`src/sv/fiv_pkg.sv`:
```
// Shared types, constants and the CRC byte function of the firmware image verifier.
`timescale 1ns / 1ps

package fiv_pkg;

    localparam int HEADER_BYTES = 16;
    localparam int HDR_CNT_W    = $clog2(HEADER_BYTES + 1);
    localparam int WORD_W       = 32;
    localparam int CFG_IDX_W    = 3;

    localparam logic [WORD_W-1:0] CRC_POLY    = 32'hEDB8_8320;
    localparam logic [WORD_W-1:0] ALL_ONES    = 32'hFFFF_FFFF;
    localparam logic [WORD_W-1:0] MAGIC_RESET = 32'hB007_10AD;
    localparam logic [WORD_W-1:0] THUMB_BIT   = 32'h0000_0001;

    localparam logic [WORD_W-1:0] APP_START_RESET = 32'h0800_4400;
    localparam logic [WORD_W-1:0] APP_END_RESET   = 32'h0801_0000;
    localparam logic [WORD_W-1:0] SRAM_LOW_RESET  = 32'h2000_0000;
    localparam logic [WORD_W-1:0] SRAM_HIGH_RESET = 32'h2000_5000;

    typedef enum logic [1:0] {
        CMD_HDR_BYTE = 2'd0,
        CMD_APP      = 2'd1,
        CMD_CHECK    = 2'd2
    } t_cmd;

    typedef enum logic [3:0] {
        ST_OK        = 4'd0,
        ST_SEQUENCE  = 4'd1,
        ST_MAGIC     = 4'd2,
        ST_SIZE_ZERO = 4'd3,
        ST_SIZE_BIG  = 4'd4,
        ST_ERASED    = 4'd5,
        ST_STACK     = 4'd6,
        ST_THUMB     = 4'd7,
        ST_ENTRY     = 4'd8,
        ST_IMAGE     = 4'd9
    } t_status;

    typedef enum logic [CFG_IDX_W-1:0] {
        CFG_MAGIC     = 3'd0,
        CFG_APP_START = 3'd1,
        CFG_APP_END   = 3'd2,
        CFG_SRAM_LOW  = 3'd3,
        CFG_SRAM_HIGH = 3'd4
    } t_cfg_idx;

    // Reflected CRC-32 update over one byte, eight shift steps.
    function automatic logic [WORD_W-1:0] crc_byte(input logic [WORD_W-1:0] crc,
                                                   input logic [7:0] b);
        logic [WORD_W-1:0] c;
        c = crc ^ {24'd0, b};
        for (int k = 0; k < 8; k++) begin
            if (c[0]) begin
                c = (c >> 1) ^ CRC_POLY;
            end else begin
                c = c >> 1;
            end
        end
        return c;
    endfunction

endpackage

```
`src/sv/fiv_in_if.sv`:
```
// Input channel interface: one command beat with its image byte.
`timescale 1ns / 1ps

interface fiv_in_if;
    logic             valid;
    logic             ready;
    fiv_pkg::t_cmd    command;
    logic [7:0]       data_byte;

    modport source (output valid, output command, output data_byte, input ready);
    modport sink   (input valid, input command, input data_byte, output ready);
endinterface

```
`src/sv/fiv_out_if.sv`:
```
// Result channel interface: one verdict beat per check command.
`timescale 1ns / 1ps

interface fiv_out_if;
    logic             valid;
    logic             ready;
    logic             image_ok;
    fiv_pkg::t_status status;
    logic             crc_mismatch;
    logic [31:0]      computed_crc;

    modport source (output valid, output image_ok, output status, output crc_mismatch,
                    output computed_crc, input ready);
    modport sink   (input valid, input image_ok, input status, input crc_mismatch,
                    input computed_crc, output ready);
endinterface

```
`src/sv/firmware_image_verifier_core.sv`:
```
// Top level of the firmware image verifier: header capture, CRC-32 and verdict logic.
// A check beat is held in the input register, and its verdict is registered in the output register.
// Throughput: one input beat per cycle; bytes stall only behind a check that is waiting.
// A check beat waits in the input register only while an earlier verdict is not taken.
// The CRC update of one byte is an eight-step unrolled network between the input register and the CRC register.
// Reset (synchronous, active low) loads the register defaults and clears all image state.
`timescale 1ns / 1ps

module firmware_image_verifier_core (
    input  logic                               i_clk,
    input  logic                               i_rst_n,
    fiv_in_if.sink                             i_item,
    fiv_out_if.source                          o_result,
    input  logic                               i_cfg_we,
    input  logic [fiv_pkg::CFG_IDX_W-1:0]      i_cfg_index,
    input  logic [fiv_pkg::WORD_W-1:0]         i_cfg_data
);
    import fiv_pkg::*;

    logic [WORD_W-1:0] r_exp_magic;
    logic [WORD_W-1:0] r_app_start;
    logic [WORD_W-1:0] r_app_end;
    logic [WORD_W-1:0] r_sram_low;
    logic [WORD_W-1:0] r_sram_high;

    logic              r_in_valid;
    t_cmd              r_in_cmd;
    logic [7:0]        r_in_byte;

    logic [HDR_CNT_W-1:0] r_hdr_cnt;
    logic [WORD_W-1:0]    r_magic;
    logic [WORD_W-1:0]    r_size;
    logic [WORD_W-1:0]    r_stored_crc;
    logic [WORD_W-1:0]    r_app_cnt;
    logic [WORD_W-1:0]    r_crc;
    logic [WORD_W-1:0]    r_stack;
    logic [WORD_W-1:0]    r_reset_vec;
    logic                 r_seq_err;

    logic              r_out_valid;
    logic              r_out_ok;
    t_status           r_out_status;
    logic              r_out_mismatch;
    logic [WORD_W-1:0] r_out_crc;

    logic              out_free;
    logic              s2_go;
    logic              hdr_done;
    logic [4:0]        lane_sh;
    logic [4:0]        app_sh;
    logic [WORD_W-1:0] hdr_lane;
    logic [WORD_W-1:0] app_lane;
    logic [WORD_W-1:0] final_crc;
    logic [WORD_W-1:0] max_size;
    logic [WORD_W-1:0] entry;
    t_status           n_status;
    logic              n_mismatch;

    assign out_free     = !r_out_valid || o_result.ready;
    assign s2_go        = r_in_valid && ((r_in_cmd != CMD_CHECK) || out_free);
    assign i_item.ready = !r_in_valid || s2_go;

    assign hdr_done = (r_hdr_cnt >= HDR_CNT_W'(HEADER_BYTES));
    assign lane_sh  = {r_hdr_cnt[1:0], 3'd0};
    assign app_sh   = {r_app_cnt[1:0], 3'd0};
    assign hdr_lane = {24'd0, r_in_byte} << lane_sh;
    assign app_lane = {24'd0, r_in_byte} << app_sh;

    assign final_crc = r_crc ^ ALL_ONES;
    assign max_size  = (r_app_end > r_app_start) ? (r_app_end - r_app_start) : '0;
    assign entry     = r_reset_vec & ~THUMB_BIT;

    always_comb begin
        n_mismatch = 1'b0;
        if (r_seq_err || !hdr_done) begin
            n_status = ST_SEQUENCE;
        end else if (r_magic != r_exp_magic) begin
            n_status = ST_MAGIC;
        end else if (r_size == '0) begin
            n_status = ST_SIZE_ZERO;
        end else if (r_size > max_size) begin
            n_status = ST_SIZE_BIG;
        end else if (r_stack == ALL_ONES || r_reset_vec == ALL_ONES) begin
            n_status = ST_ERASED;
        end else if (r_stack < r_sram_low || r_stack > r_sram_high) begin
            n_status = ST_STACK;
        end else if ((r_reset_vec & THUMB_BIT) == '0) begin
            n_status = ST_THUMB;
        end else if (entry < r_app_start || entry >= r_app_end) begin
            n_status = ST_ENTRY;
        end else if (r_app_cnt < r_size) begin
            n_status = ST_IMAGE;
        end else if (final_crc != r_stored_crc) begin
            n_status   = ST_IMAGE;
            n_mismatch = 1'b1;
        end else begin
            n_status = ST_OK;
        end
    end

    always_ff @(posedge i_clk) begin
        if (!i_rst_n) begin
            r_exp_magic <= MAGIC_RESET;
            r_app_start <= APP_START_RESET;
            r_app_end   <= APP_END_RESET;
            r_sram_low  <= SRAM_LOW_RESET;
            r_sram_high <= SRAM_HIGH_RESET;
        end else if (i_cfg_we) begin
            case (t_cfg_idx'(i_cfg_index))
                CFG_MAGIC:     r_exp_magic <= i_cfg_data;
                CFG_APP_START: r_app_start <= i_cfg_data;
                CFG_APP_END:   r_app_end   <= i_cfg_data;
                CFG_SRAM_LOW:  r_sram_low  <= i_cfg_data;
                CFG_SRAM_HIGH: r_sram_high <= i_cfg_data;
                default: begin
                end
            endcase
        end
    end

    always_ff @(posedge i_clk) begin
        if (!i_rst_n) begin
            r_in_valid <= 1'b0;
        end else if (i_item.valid && i_item.ready) begin
            r_in_valid <= 1'b1;
        end else if (s2_go) begin
            r_in_valid <= 1'b0;
        end
    end

    always_ff @(posedge i_clk) begin
        if (i_item.valid && i_item.ready) begin
            r_in_cmd  <= i_item.command;
            r_in_byte <= i_item.data_byte;
        end
    end

    always_ff @(posedge i_clk) begin
        if (!i_rst_n) begin
            r_hdr_cnt    <= '0;
            r_magic      <= '0;
            r_size       <= '0;
            r_stored_crc <= '0;
            r_app_cnt    <= '0;
            r_crc        <= ALL_ONES;
            r_stack      <= '0;
            r_reset_vec  <= '0;
            r_seq_err    <= 1'b0;
        end else if (s2_go) begin
            case (r_in_cmd)
                CMD_HDR_BYTE: begin
                    if (hdr_done || r_app_cnt != '0) begin
                        r_seq_err <= 1'b1;
                    end else begin
                        case (r_hdr_cnt[3:2])
                            2'd0:    r_magic      <= r_magic | hdr_lane;
                            2'd1:    r_size       <= r_size | hdr_lane;
                            2'd2:    r_stored_crc <= r_stored_crc | hdr_lane;
                            default: begin
                            end
                        endcase
                        r_hdr_cnt <= r_hdr_cnt + 1'b1;
                    end
                end
                CMD_APP: begin
                    if (!hdr_done) begin
                        r_seq_err <= 1'b1;
                    end else begin
                        if (r_app_cnt < 32'd4) begin
                            r_stack <= r_stack | app_lane;
                        end else if (r_app_cnt < 32'd8) begin
                            r_reset_vec <= r_reset_vec | app_lane;
                        end
                        if (r_app_cnt < r_size) begin
                            r_crc <= crc_byte(r_crc, r_in_byte);
                        end
                        if (r_app_cnt != ALL_ONES) begin
                            r_app_cnt <= r_app_cnt + 1'b1;
                        end
                    end
                end
                CMD_CHECK: begin
                    r_hdr_cnt    <= '0;
                    r_magic      <= '0;
                    r_size       <= '0;
                    r_stored_crc <= '0;
                    r_app_cnt    <= '0;
                    r_crc        <= ALL_ONES;
                    r_stack      <= '0;
                    r_reset_vec  <= '0;
                    r_seq_err    <= 1'b0;
                end
                default: begin
                end
            endcase
        end
    end

    always_ff @(posedge i_clk) begin
        if (!i_rst_n) begin
            r_out_valid <= 1'b0;
        end else if (s2_go && r_in_cmd == CMD_CHECK) begin
            r_out_valid <= 1'b1;
        end else if (o_result.ready) begin
            r_out_valid <= 1'b0;
        end
    end

    always_ff @(posedge i_clk) begin
        if (s2_go && r_in_cmd == CMD_CHECK) begin
            r_out_ok       <= (n_status == ST_OK);
            r_out_status   <= n_status;
            r_out_mismatch <= n_mismatch;
            r_out_crc      <= final_crc;
        end
    end

    assign o_result.valid        = r_out_valid;
    assign o_result.image_ok     = r_out_ok;
    assign o_result.status       = r_out_status;
    assign o_result.crc_mismatch = r_out_mismatch;
    assign o_result.computed_crc = r_out_crc;

    // A processed check leaves the image state fully cleared.
    a_check_clears: assert property (@(posedge i_clk) disable iff (!i_rst_n)
        (s2_go && r_in_cmd == CMD_CHECK) |=>
            (r_hdr_cnt == '0 && r_app_cnt == '0 && r_crc == ALL_ONES && !r_seq_err))
        else $error("image state not cleared after check");

    // The header counter never runs past the header length.
    a_hdr_bound: assert property (@(posedge i_clk) disable iff (!i_rst_n)
        r_hdr_cnt <= HDR_CNT_W'(HEADER_BYTES))
        else $error("header counter out of range");

    // A pending verdict that is not taken blocks a following check in the input register.
    a_check_stall: assert property (@(posedge i_clk) disable iff (!i_rst_n)
        (r_out_valid && !o_result.ready && r_in_valid && r_in_cmd == CMD_CHECK) |=>
            (r_in_valid && r_in_cmd == CMD_CHECK && r_out_valid))
        else $error("check beat lost while verdict pending");

    // The mismatch flag only accompanies the short-image or CRC status.
    a_mismatch_status: assert property (@(posedge i_clk) disable iff (!i_rst_n)
        (r_out_valid && r_out_mismatch) |-> (r_out_status == ST_IMAGE && !r_out_ok))
        else $error("crc mismatch with wrong status");

endmodule

```
`src/flat_wrapper.sv`:
```
// flat-port wrapper written by rule: the top's interface ports become plain ports
module firmware_image_verifier_core_flat import fiv_pkg::*;
  (i_clk, i_rst_n, i_cfg_we, i_cfg_index, i_cfg_data, i_item_valid, i_item_command, i_item_data_byte, i_item_ready, o_result_valid, o_result_image_ok, o_result_status, o_result_crc_mismatch, o_result_computed_crc, o_result_ready);
  fiv_in_if i_item_i ();
  fiv_out_if o_result_i ();
  input  logic i_clk;
  input  logic i_rst_n;
  input  logic i_cfg_we;
  input  logic [fiv_pkg::CFG_IDX_W-1:0] i_cfg_index;
  input  logic [fiv_pkg::WORD_W-1:0] i_cfg_data;
  input wire logic [$bits(i_item_i.valid)-1:0] i_item_valid;
  input wire logic [$bits(i_item_i.command)-1:0] i_item_command;
  input wire logic [$bits(i_item_i.data_byte)-1:0] i_item_data_byte;
  output wire logic [$bits(i_item_i.ready)-1:0] i_item_ready;
  output wire logic [$bits(o_result_i.valid)-1:0] o_result_valid;
  output wire logic [$bits(o_result_i.image_ok)-1:0] o_result_image_ok;
  output wire logic [$bits(o_result_i.status)-1:0] o_result_status;
  output wire logic [$bits(o_result_i.crc_mismatch)-1:0] o_result_crc_mismatch;
  output wire logic [$bits(o_result_i.computed_crc)-1:0] o_result_computed_crc;
  input wire logic [$bits(o_result_i.ready)-1:0] o_result_ready;
  assign i_item_i.valid = i_item_valid;
  assign i_item_i.command = i_item_command;
  assign i_item_i.data_byte = i_item_data_byte;
  assign i_item_ready = i_item_i.ready;
  assign o_result_valid = o_result_i.valid;
  assign o_result_image_ok = o_result_i.image_ok;
  assign o_result_status = o_result_i.status;
  assign o_result_crc_mismatch = o_result_i.crc_mismatch;
  assign o_result_computed_crc = o_result_i.computed_crc;
  assign o_result_i.ready = o_result_ready;
  firmware_image_verifier_core u_core (.i_clk(i_clk), .i_rst_n(i_rst_n), .i_item(i_item_i), .o_result(o_result_i), .i_cfg_we(i_cfg_we), .i_cfg_index(i_cfg_index), .i_cfg_data(i_cfg_data));
endmodule
```
`config.mk`:
```
export PLATFORM = sky130hd
export DESIGN_NAME = firmware_image_verifier_core_flat
export DESIGN_NICKNAME = d
export VERILOG_FILES = /design/src/sv/fiv_pkg.sv /design/src/sv/fiv_in_if.sv /design/src/sv/fiv_out_if.sv /design/src/sv/firmware_image_verifier_core.sv /design/src/flat_wrapper.sv
export SDC_FILE = /design/constraint.sdc
export NUM_CORES = 1
export LEC_CHECK = 0
export BUFFER_PORTS_ARGS = -buffer_cell sky130_fd_sc_hd__buf_2
export CORE_AREA = 2 2 208 261
export CTS_BUF_LIST = sky130_fd_sc_hd__clkbuf_4 sky130_fd_sc_hd__clkbuf_8 sky130_fd_sc_hd__clkbuf_16
export DETAILED_ROUTE_END_ITERATION = 6
export DIE_AREA = 0 0 210 263
export PLACE_DENSITY = 0.6
export SLEW_MARGIN = 20
export SYNTH_ARGS = -nofsm -noshare
export SYNTH_HDL_FRONTEND = slang
export SYNTH_SLANG_ARGS = --single-unit
```
`constraint.sdc`:
```
create_clock -name i_clk -period 6.3 [get_ports i_clk]
set_input_delay 0.63 -clock i_clk [delete_from_list [all_inputs] [get_ports i_clk]]
set_output_delay 0.63 -clock i_clk [all_outputs]
set_load 0.1 [all_outputs]
```
==> results of run 1 <==
final cells by class:
| cell class | instances | area [sq um] |
|---|---|---|
| Clock buffer | 56 | 1310 |
| Clock inverter | 31 | 415 |
| Fill cell | 5051 | 26300 |
| Inverter | 222 | 833 |
| Multi-Input combinational cell | 2035 | 12900 |
| Sequential cell | 440 | 9290 |
| Tap cell | 672 | 841 |
| Timing Repair Buffer | 120 | 701 |
power breakdown:
group / switching [mW] / total [mW] / internal (mW)
clock network: 1.24 / 3.10 / 1.86
registers: 0.0466 / 2.93 / 2.88
logic: 0.598 / 0.919 / 0.320
worst min-delay path by stage:
stage	end	start
after floorplan	u_core.r_sram_low[0]$_SDFFE_PN0P_	u_core.r_sram_low[0]$_SDFFE_PN0P_
after global placement	u_core.r_sram_low[15]$_SDFFE_PN0P_	u_core.r_sram_low[15]$_SDFFE_PN0P_
after detailed placement	u_core.r_sram_low[18]$_SDFFE_PN0P_	u_core.r_sram_low[18]$_SDFFE_PN0P_
after CTS	u_core.r_in_byte[5]$_DFFE_PP_	i_item_data_byte[5]
after global routing	u_core.r_in_byte[1]$_DFFE_PP_	i_item_data_byte[1]
final	u_core.r_in_byte[6]$_DFFE_PP_	i_item_data_byte[6]
logic make-up after synthesis:
family	share of synthesized area (%)
mux	0.214
fa+ha+maj	12.3
flops	39.6
buf+inv	5.74
simple gates	18.7
compound gates	16.5
xor+xnor	6.91
metal layers:
metal | track usage (%) | share of wire, % | vias up | wire length (microns)
li1 | - | - | 9838 | -
met1 | 33.5 | 44 | 9758 | 31800
met2 | 43.6 | 47 | 582 | 34000
met3 | 3.24 | 5.1 | 155 | 3700
met4 | 10.9 | 4.3 | 0 | 3110
met5 | 0 | 0 | - | 0
cells in the mapped netlist, types with 17 or more instances:
library cell  number  area share (%)
a21oi_1          307             6.6
a21o_1            40             1.3
edfxtp_1          48             6.1
xor2_1            31             1.2
nand4_1           70             1.9
and4_1            18            0.67
clkbuf_1         102             1.6
xnor2_1          141             5.3
nor2_1           235             3.8
a21boi_0          48             1.5
dfxtp_1          392              33
buf_2             20            0.43
o211ai_1          26            0.83
o21ai_0           88             1.9
nor3_1            46            0.98
nor4_1            31            0.83
inv_1            221             3.5
ha_1             228              12
nand2_1          399             6.4
a31oi_1           70             1.9
a211oi_1          17            0.54
nand3_1           88             1.9
worst max-delay path, delay by kind of cell, from the launching register on:
family	cells	cell delay (ns)
fa+ha+maj	3	0.76
simple gates	8	2.11
flops	1	0.36
buf+inv	2	0.13
compound gates	8	1.93
state kept, by name (all words and copies together) (netlist names):
signal	flops
u_core.r_magic	32
u_core.r_exp_magic	32
u_core.r_stack	32
u_core.r_stored_crc	32
u_core.r_size	32
u_core.r_app_cnt	32
u_core.r_sram_high	32
u_core.r_seq_err	1
u_core.r_hdr_cnt	5
u_core.o_result.status	4
u_core.r_in_cmd	2
u_core.o_result.image_ok	1
u_core.r_sram_low	32
u_core.r_crc	32
u_core.o_result.valid	1
u_core.r_in_valid	1
u_core.o_result.computed_crc	32
u_core.r_app_start	32
u_core.o_result.crc_mismatch	1
u_core.r_app_end	32
u_core.r_reset_vec	32
u_core.r_in_byte	8
cells in the final DEF (no fill, tap or decap), types with 12 or more instances in the layout:
cell type | netlist | final
clkbuf_16 | 0 | 49
o211ai_1 | 26 | 26
inv_1 | 221 | 221
nand3_1 | 88 | 88
nor2_1 | 235 | 229
nor3_1 | 46 | 46
nand2_2 | 11 | 12
buf_4 | 0 | 31
o21ai_0 | 88 | 88
nand2_1 | 399 | 398
nor4_1 | 31 | 31
a31oi_1 | 70 | 70
and4_1 | 18 | 18
a21boi_0 | 48 | 48
ha_1 | 228 | 228
a21oi_1 | 307 | 307
xor2_1 | 31 | 31
nand4_1 | 70 | 70
xnor2_1 | 141 | 141
clkinv_2 | 0 | 12
a21o_1 | 40 | 40
a211oi_1 | 17 | 17
dfxtp_1 | 392 | 392
buf_2 | 20 | 88
edfxtp_1 | 48 | 48
==> results.md, run 1 <==
* I/O pins at 90
* Kind of start point of the critical path: flip-flop
* Pin count of the biggest net entering global routing at around 70
* Clock-pin slew on the worst setup and hold paths at 0.07 ns
* Cell count after synthesis at 2,823
* Cells along the critical path: inv_1 -> ha_1 -> inv_1 -> fa_1 -> a211oi_1 -> o21ai_0 -> or3b_2 -> a21oi_1 -> o21ai_0 -> a21o_1 -> nand2_2 -> nand3b_1 -> ha_1 -> nand2_1 -> nor2_1 -> a2111oi_0 -> o31ai_1 -> o211ai_1 -> nand3_1 -> or3_1 -> nor4b_1
* Count of endpoints failing setup in the final report at 0
* Critical register-to-register path endpoint: u_core.o_result.crc_mismatch$_SDFFCE_PP0P_
* Endpoints failing hold at 0
* Crit path time final at 5.50 ns
* Clock Path Buffers at 3
* Final GP Congestion at 0.930
* Cell area reported after detailed placement at 0.0245 sq mm
* Worst hold stages at 1
* Worst vdd ir at approximately 200 uV
* Type of the worst setup path: reg -> reg
* Final slew viol count at 0
* Final wirelength at approximately 73,000 microns
* Wire length per cell after detailed routing at around 20 microns
* Fin nets at 3,146
* Cell area power density at 265 mW/mm^2
* Gr usage total at 25.9%
* Max-cap violations at 0
* Core Util, Final at 49.9%
* Share of the yosys chip area belonging to registers at 39.6%
* Layout Area Growth over Synthesis at 12.0%
* Slack of the worst reg-to-reg path at 0.80 ns
* Core ar. at 0.0526 sq mm
* Slew @ Worst Pin at 1.15 ns
* Final clock period utilization by the worst path at 87.2%
* Number of buffers created by CTS at 48
* Worst clock skew at 0.0186 ns
* Number of vias per cell after detailed routing at 5.69
* Port Buffer Count at around 90
* DR pass1 iterations at 5
* Most instantiated flip-flop cell in the synthesis netlist: dfxtp_1
* RSZ-0062 raised after global routing: no
* Number of clock sinks at 440
* Synthesized Nets at 3,102
* Slowest stage cell, crit path: or3b_2
* Highest fanout seen on the critical path at 29
* Overflow left after global routing at 0
* Synthesized cell area at 0.0234 sq mm
* Final Power at 6.95 mW
* Crit-path max cell delay at 0.48 ns
* CP Data Required Time at about 6.7 ns
* Arrival time worst endpoint at a little under 6 ns
* Syn avg cell area at between 8 and 9 sq um
* Starting density of the core at 44.6%
* Final HPWL DP at 51,500 microns
* DRT antenna net count at 0
* Rel. slew slack at 22.8%
* Final standard cell area without fillers at 0.0262 sq mm
* Quantity of gates resized following cts at 0
* Critical Path Source: u_core.r_app_end[0]$_SDFFE_PN0P_
* Post-CTS Setup Inserts at 0
* Layout cell share with drive strength beyond 1 at 8.54%
* End point of the critical path: u_core.o_result.crc_mismatch$_SDFFCE_PP0P_
* Static leakage power at 10.4 nW
* Count of routing violations after the opening detailed-route iteration at 1,364
* Cell depth of the worst flop-to-flop path at 21
* Seq cells post-synth at 440
* Initial antenna violation count at 0
* Cell chosen for the clock root: clkbuf_16
* Min-delay worst type: in -> reg
* Final Worst Setup Slack at 0.804 ns
* Die outline height at 263 microns
* Residual DRC at 0
* Dpl cells at 3,489
* Via count of the first global-routing pass at just under 20k
* Latest clock arrival within the worst-skew pair at roughly 0.61 ns
* Sum of negative setup slack at 0 ns
* CTS H-tree lvls at 2
* Nature of the critical path endpoint: flip-flop
* Startpoint of the lowest-slack register-to-register path: u_core.r_app_end[0]$_SDFFE_PN0P_
* Die outline area at 0.0552 sq mm
* Outcome: finished clean
* Number of flops mapped to enable cells by yosys at 48
* Maximum operating frequency at 0.182 GHz
* CTS tree: built
* Setup slack after placement at 0.920 ns
* Proportion of synthesized flip-flops having asynchronous set or reset at 0%
* Number of hold buffers added after CTS at 0
* Worst hold slack at 0.204 ns
* Count of cell types in the netlist at 67
* Ant. Diodes at 0
* Global-route wire length before repair at between 100,000 and 150,000 microns
* Number of rows in the core area at 94
* Via count at 20.3k
* Die span in x at between 200 and 250 microns
* Total number of yosys warnings at 0
* Layout Cells excl Fill at 3,576
Note: power is estimated with default switching activity, not from simulation.
==> run 2: changes to the inputs <==
Settings changed: CTS_BUF_LIST sky130_fd_sc_hd__clkbuf_4 sky130_fd_sc_hd__clkbuf_8 sky130_fd_sc_hd__clkbuf_16 to sky130_fd_sc_hd__clkbuf_4 sky130_fd_sc_hd__clkbuf_8.
==> run 2 against run 1 <==
Register-to-register slack barely moved; critical endpoint unchanged; die area did not move; worst hold slack lost 0.061 ns; maximum frequency is 0.23% higher; non-clock buffer count unchanged; critical path depth unchanged; clock power down 13%; clock skew rose by 0.026 ns; utilization down 0.36 points.
==> results.md, run 2 (same netlist as run 1, synthesis figures left out) <==
* Outcome: finished clean
* Final wirelength at 72,800 microns (+0.34%)
* Layout cell share with drive strength beyond 1 at 9.98% (+1.4 points)
* Core ar. at 0.0526 sq mm (unchanged)
* Gr usage total at 26.2% (+0.30 points)
* Cell area power density at 251 mW/mm^2 (-5.2%)
* Filler instances at 5,106 (+1.1%)
* Startpoint of the lowest-slack register-to-register path: u_core.r_app_end[0]$_SDFFE_PN0P_
* Crit-path max cell delay at 0.48 ns (about the same)
* Via count of the first global-routing pass at 20.0k (+1.2%)
* Number of vias per cell after detailed routing at 5.64 (-0.86%)
* Wire length per cell after detailed routing at 20.1 microns (-0.88%)
* Setup slack after placement at 0.920 ns (unchanged)
* Number of rows in the core area at 94 (unchanged)
* Clock-pin slew on the worst setup and hold paths at 0.08 ns (about the same)
* Highest fanout seen on the critical path at 29 (unchanged)
* Cell chosen for the clock root: clkbuf_8
* Arrival time worst endpoint at 5.94 ns (+0.04 ns)
* Static leakage power at 10.4 nW (-0.21%)
* Via count at 20.4k (+0.36%)
* RSZ-0062 raised after global routing: no
* Final GP Congestion at 0.930 (unchanged)
* Seq. cell area at 0.00929 sq mm (unchanged)
* Maximum operating frequency at 0.182 GHz (+0.23%)
* Dpl cells at 3,489 (unchanged)
* Multi-input combinational cell area at 0.0129 sq mm (unchanged)
* Pin count of the biggest net entering global routing at 69 (unchanged)
* Final clock period utilization by the worst path at 87.0% (-0.20 points)
* Final Worst Setup Slack at 0.817 ns (+0.0125 ns)
* Initial antenna violation count at 1 (+1)
* Rel. slew slack at 23.7% (+0.90 points)
* Layout Cells excl Fill at 3,620 (+1.2%)
* Port Buffer Count at 89 (unchanged)
* Final slew viol count at 0 (unchanged)
* Worst hold stages at 1 (unchanged)
* Worst clock skew at 0.0451 ns (+0.0264 ns)
* Die outline height at 263 microns (unchanged)
* Critical register-to-register path endpoint: u_core.o_result.crc_mismatch$_SDFFCE_PP0P_
* Latest clock arrival within the worst-skew pair at 0.68 ns (+0.07 ns)
* Starting density of the core at 44.6% (unchanged)
* Cell depth of the worst flop-to-flop path at 21 (unchanged)
* Max-cap violations at 0 (unchanged)
* Die outline area at 0.0552 sq mm (unchanged)
* CTS H-tree lvls at 3 (+1)
* Worst vdd ir at 131 uV (-33%)
* Fin nets at 3,172 (+0.83%)
* Kind of start point of the critical path: flip-flop
* Post-CTS Setup Inserts at 0 (unchanged)
* Sum of negative setup slack at 0 ns (unchanged)
* Slack of the worst reg-to-reg path at 0.82 ns (about the same)
* Global-route wire length before repair at 113,000 microns (+0.79%)
* DRT antenna net count at 0 (unchanged)
* Hold path start: i_item_data_byte[5]
* Number of hold buffers added after CTS at 0 (unchanged)
* Type of the worst setup path: reg -> reg
* DR pass1 iterations at 5 (unchanged)
* CP Buf/Inv Count at 2 (unchanged)
* CTS tree: built
* Worst hold endpoint: u_core.r_in_byte[5]$_DFFE_PP_
* Nature of the critical path endpoint: flip-flop
* Overflow left after global routing at 0 (unchanged)
* Crit path max-delay family: simple AND/OR/NAND/NOR gates
* Final HPWL DP at 51,500 microns (unchanged)
* Most frequent cells in the layout: nand2_1, dfxtp_1, a21oi_1
* Endpoints failing hold at 0 (unchanged)
* Layout Area Growth over Synthesis at 11.2%
* CP Data Required Time at 6.76 ns (+0.05 ns)
* Die span in x at 210 microns (unchanged)
* Residual DRC at 0 (unchanged)
* Clock Path Buffers at 3 (unchanged)
* Count of routing violations after the opening detailed-route iteration at 1,453 (+6.5%)
* Crit path time final at 5.48 ns (-0.0125 ns)
* I/O pins at 90 (unchanged)
* Most common cell after layout, fill and taps aside: nand2_1
* Slowest stage cell, crit path: or3b_2
* Quantity of gates resized following cts at 0 (unchanged)
* Slew @ Worst Pin at 1.14 ns (-0.0133 ns)
* Cells along the critical path: inv_1 -> ha_1 -> inv_1 -> fa_1 -> a211oi_1 -> o21ai_0 -> or3b_2 -> a21oi_1 -> o21ai_0 -> a21o_1 -> nand2_2 -> nand3b_1 -> ha_1 -> nand2_1 -> nor2_1 -> a2111oi_0 -> o31ai_1 -> o211ai_1 -> nand3_1 -> or3_1 -> nor4b_1
* Count of endpoints failing setup in the final report at 0 (unchanged)
* Min-delay worst type: in -> reg
* Number of buffers created by CTS at 74 (+54%)
* Number of clock sinks at 440 (unchanged)
run 2: changes by cell type in the layout (fill, tap and decap cells not counted), sizes merged:
cell / change
clkbuf: +62
clkinvlp: -4
diode: +1
clkinv: -8
bufinv: -8
inv: +1
run 2: worst max path at each step:
stage	startpoint	to	cells after the start
after global routing	u_core.r_app_end[0]$_SDFFE_PN0P_	u_core.o_result.crc_mismatch$_SDFFCE_PP0P_	21
final	u_core.r_app_end[0]$_SDFFE_PN0P_	u_core.o_result.crc_mismatch$_SDFFCE_PP0P_	21
after CTS	u_core.r_app_end[0]$_SDFFE_PN0P_	u_core.o_result.crc_mismatch$_SDFFCE_PP0P_	21
after floorplan	u_core.r_app_start[25]$_SDFFE_PN0P_	u_core.o_result.crc_mismatch$_SDFFCE_PP0P_	20
after detailed placement	u_core.r_app_end[0]$_SDFFE_PN0P_	u_core.o_result.crc_mismatch$_SDFFCE_PP0P_	21
after global placement	u_core.r_app_end[0]$_SDFFE_PN0P_	u_core.o_result.crc_mismatch$_SDFFCE_PP0P_	21
run 2: final cells by class:
class	count	area share [%]
inverter	222	3.20
clock inverter	12	0.403
multi-input combinational	2035	49.3
clock buffer	118	5.49
antenna	1	0.00960
tap	672	3.23
sequential	440	35.6
timing repair buffer	120	2.69
run 2: per-stage QoR:
stage | cell area [sq um] | power, mW | utilization [%] | hold WS (ns)
2_1_floorplan | 23400 | 3.63 | - | 0.432
3_3_place_gp | 24500 | 3.89 | 46.6 | 0.443
3_5_place_dp | 24500 | 3.90 | 46.6 | 0.447
4_1_cts | 26100 | 6.60 | 49.6 | 0.0895
5_1_grt | 26100 | 6.82 | 49.6 | 0.119
6_report | 26100 | 6.54 | 49.6 | 0.144
run 2: worst reg2reg max path: cells and delay by family (launching register included):
family	cells	cell delay, ns
compound gates	8	1.93
fa+ha+maj	3	0.75
flops	1	0.35
simple gates	8	2.11
buf+inv	2	0.12
run 2: report_power, final:
group	switching [mW]	internal, mW
registers	0.0467	2.88
logic	0.597	0.320
clock network	1.21	1.48
total	1.86	4.69
run 2: routing by layer:
metal  GRT usage, %  up-vias  share of wire (%)
met2           43.4      596                 47
met5              0        -                  0
met3           3.73      151                5.3
met1           33.3     9763                 44
met4           13.0        0                4.4
li1               -     9897                  -
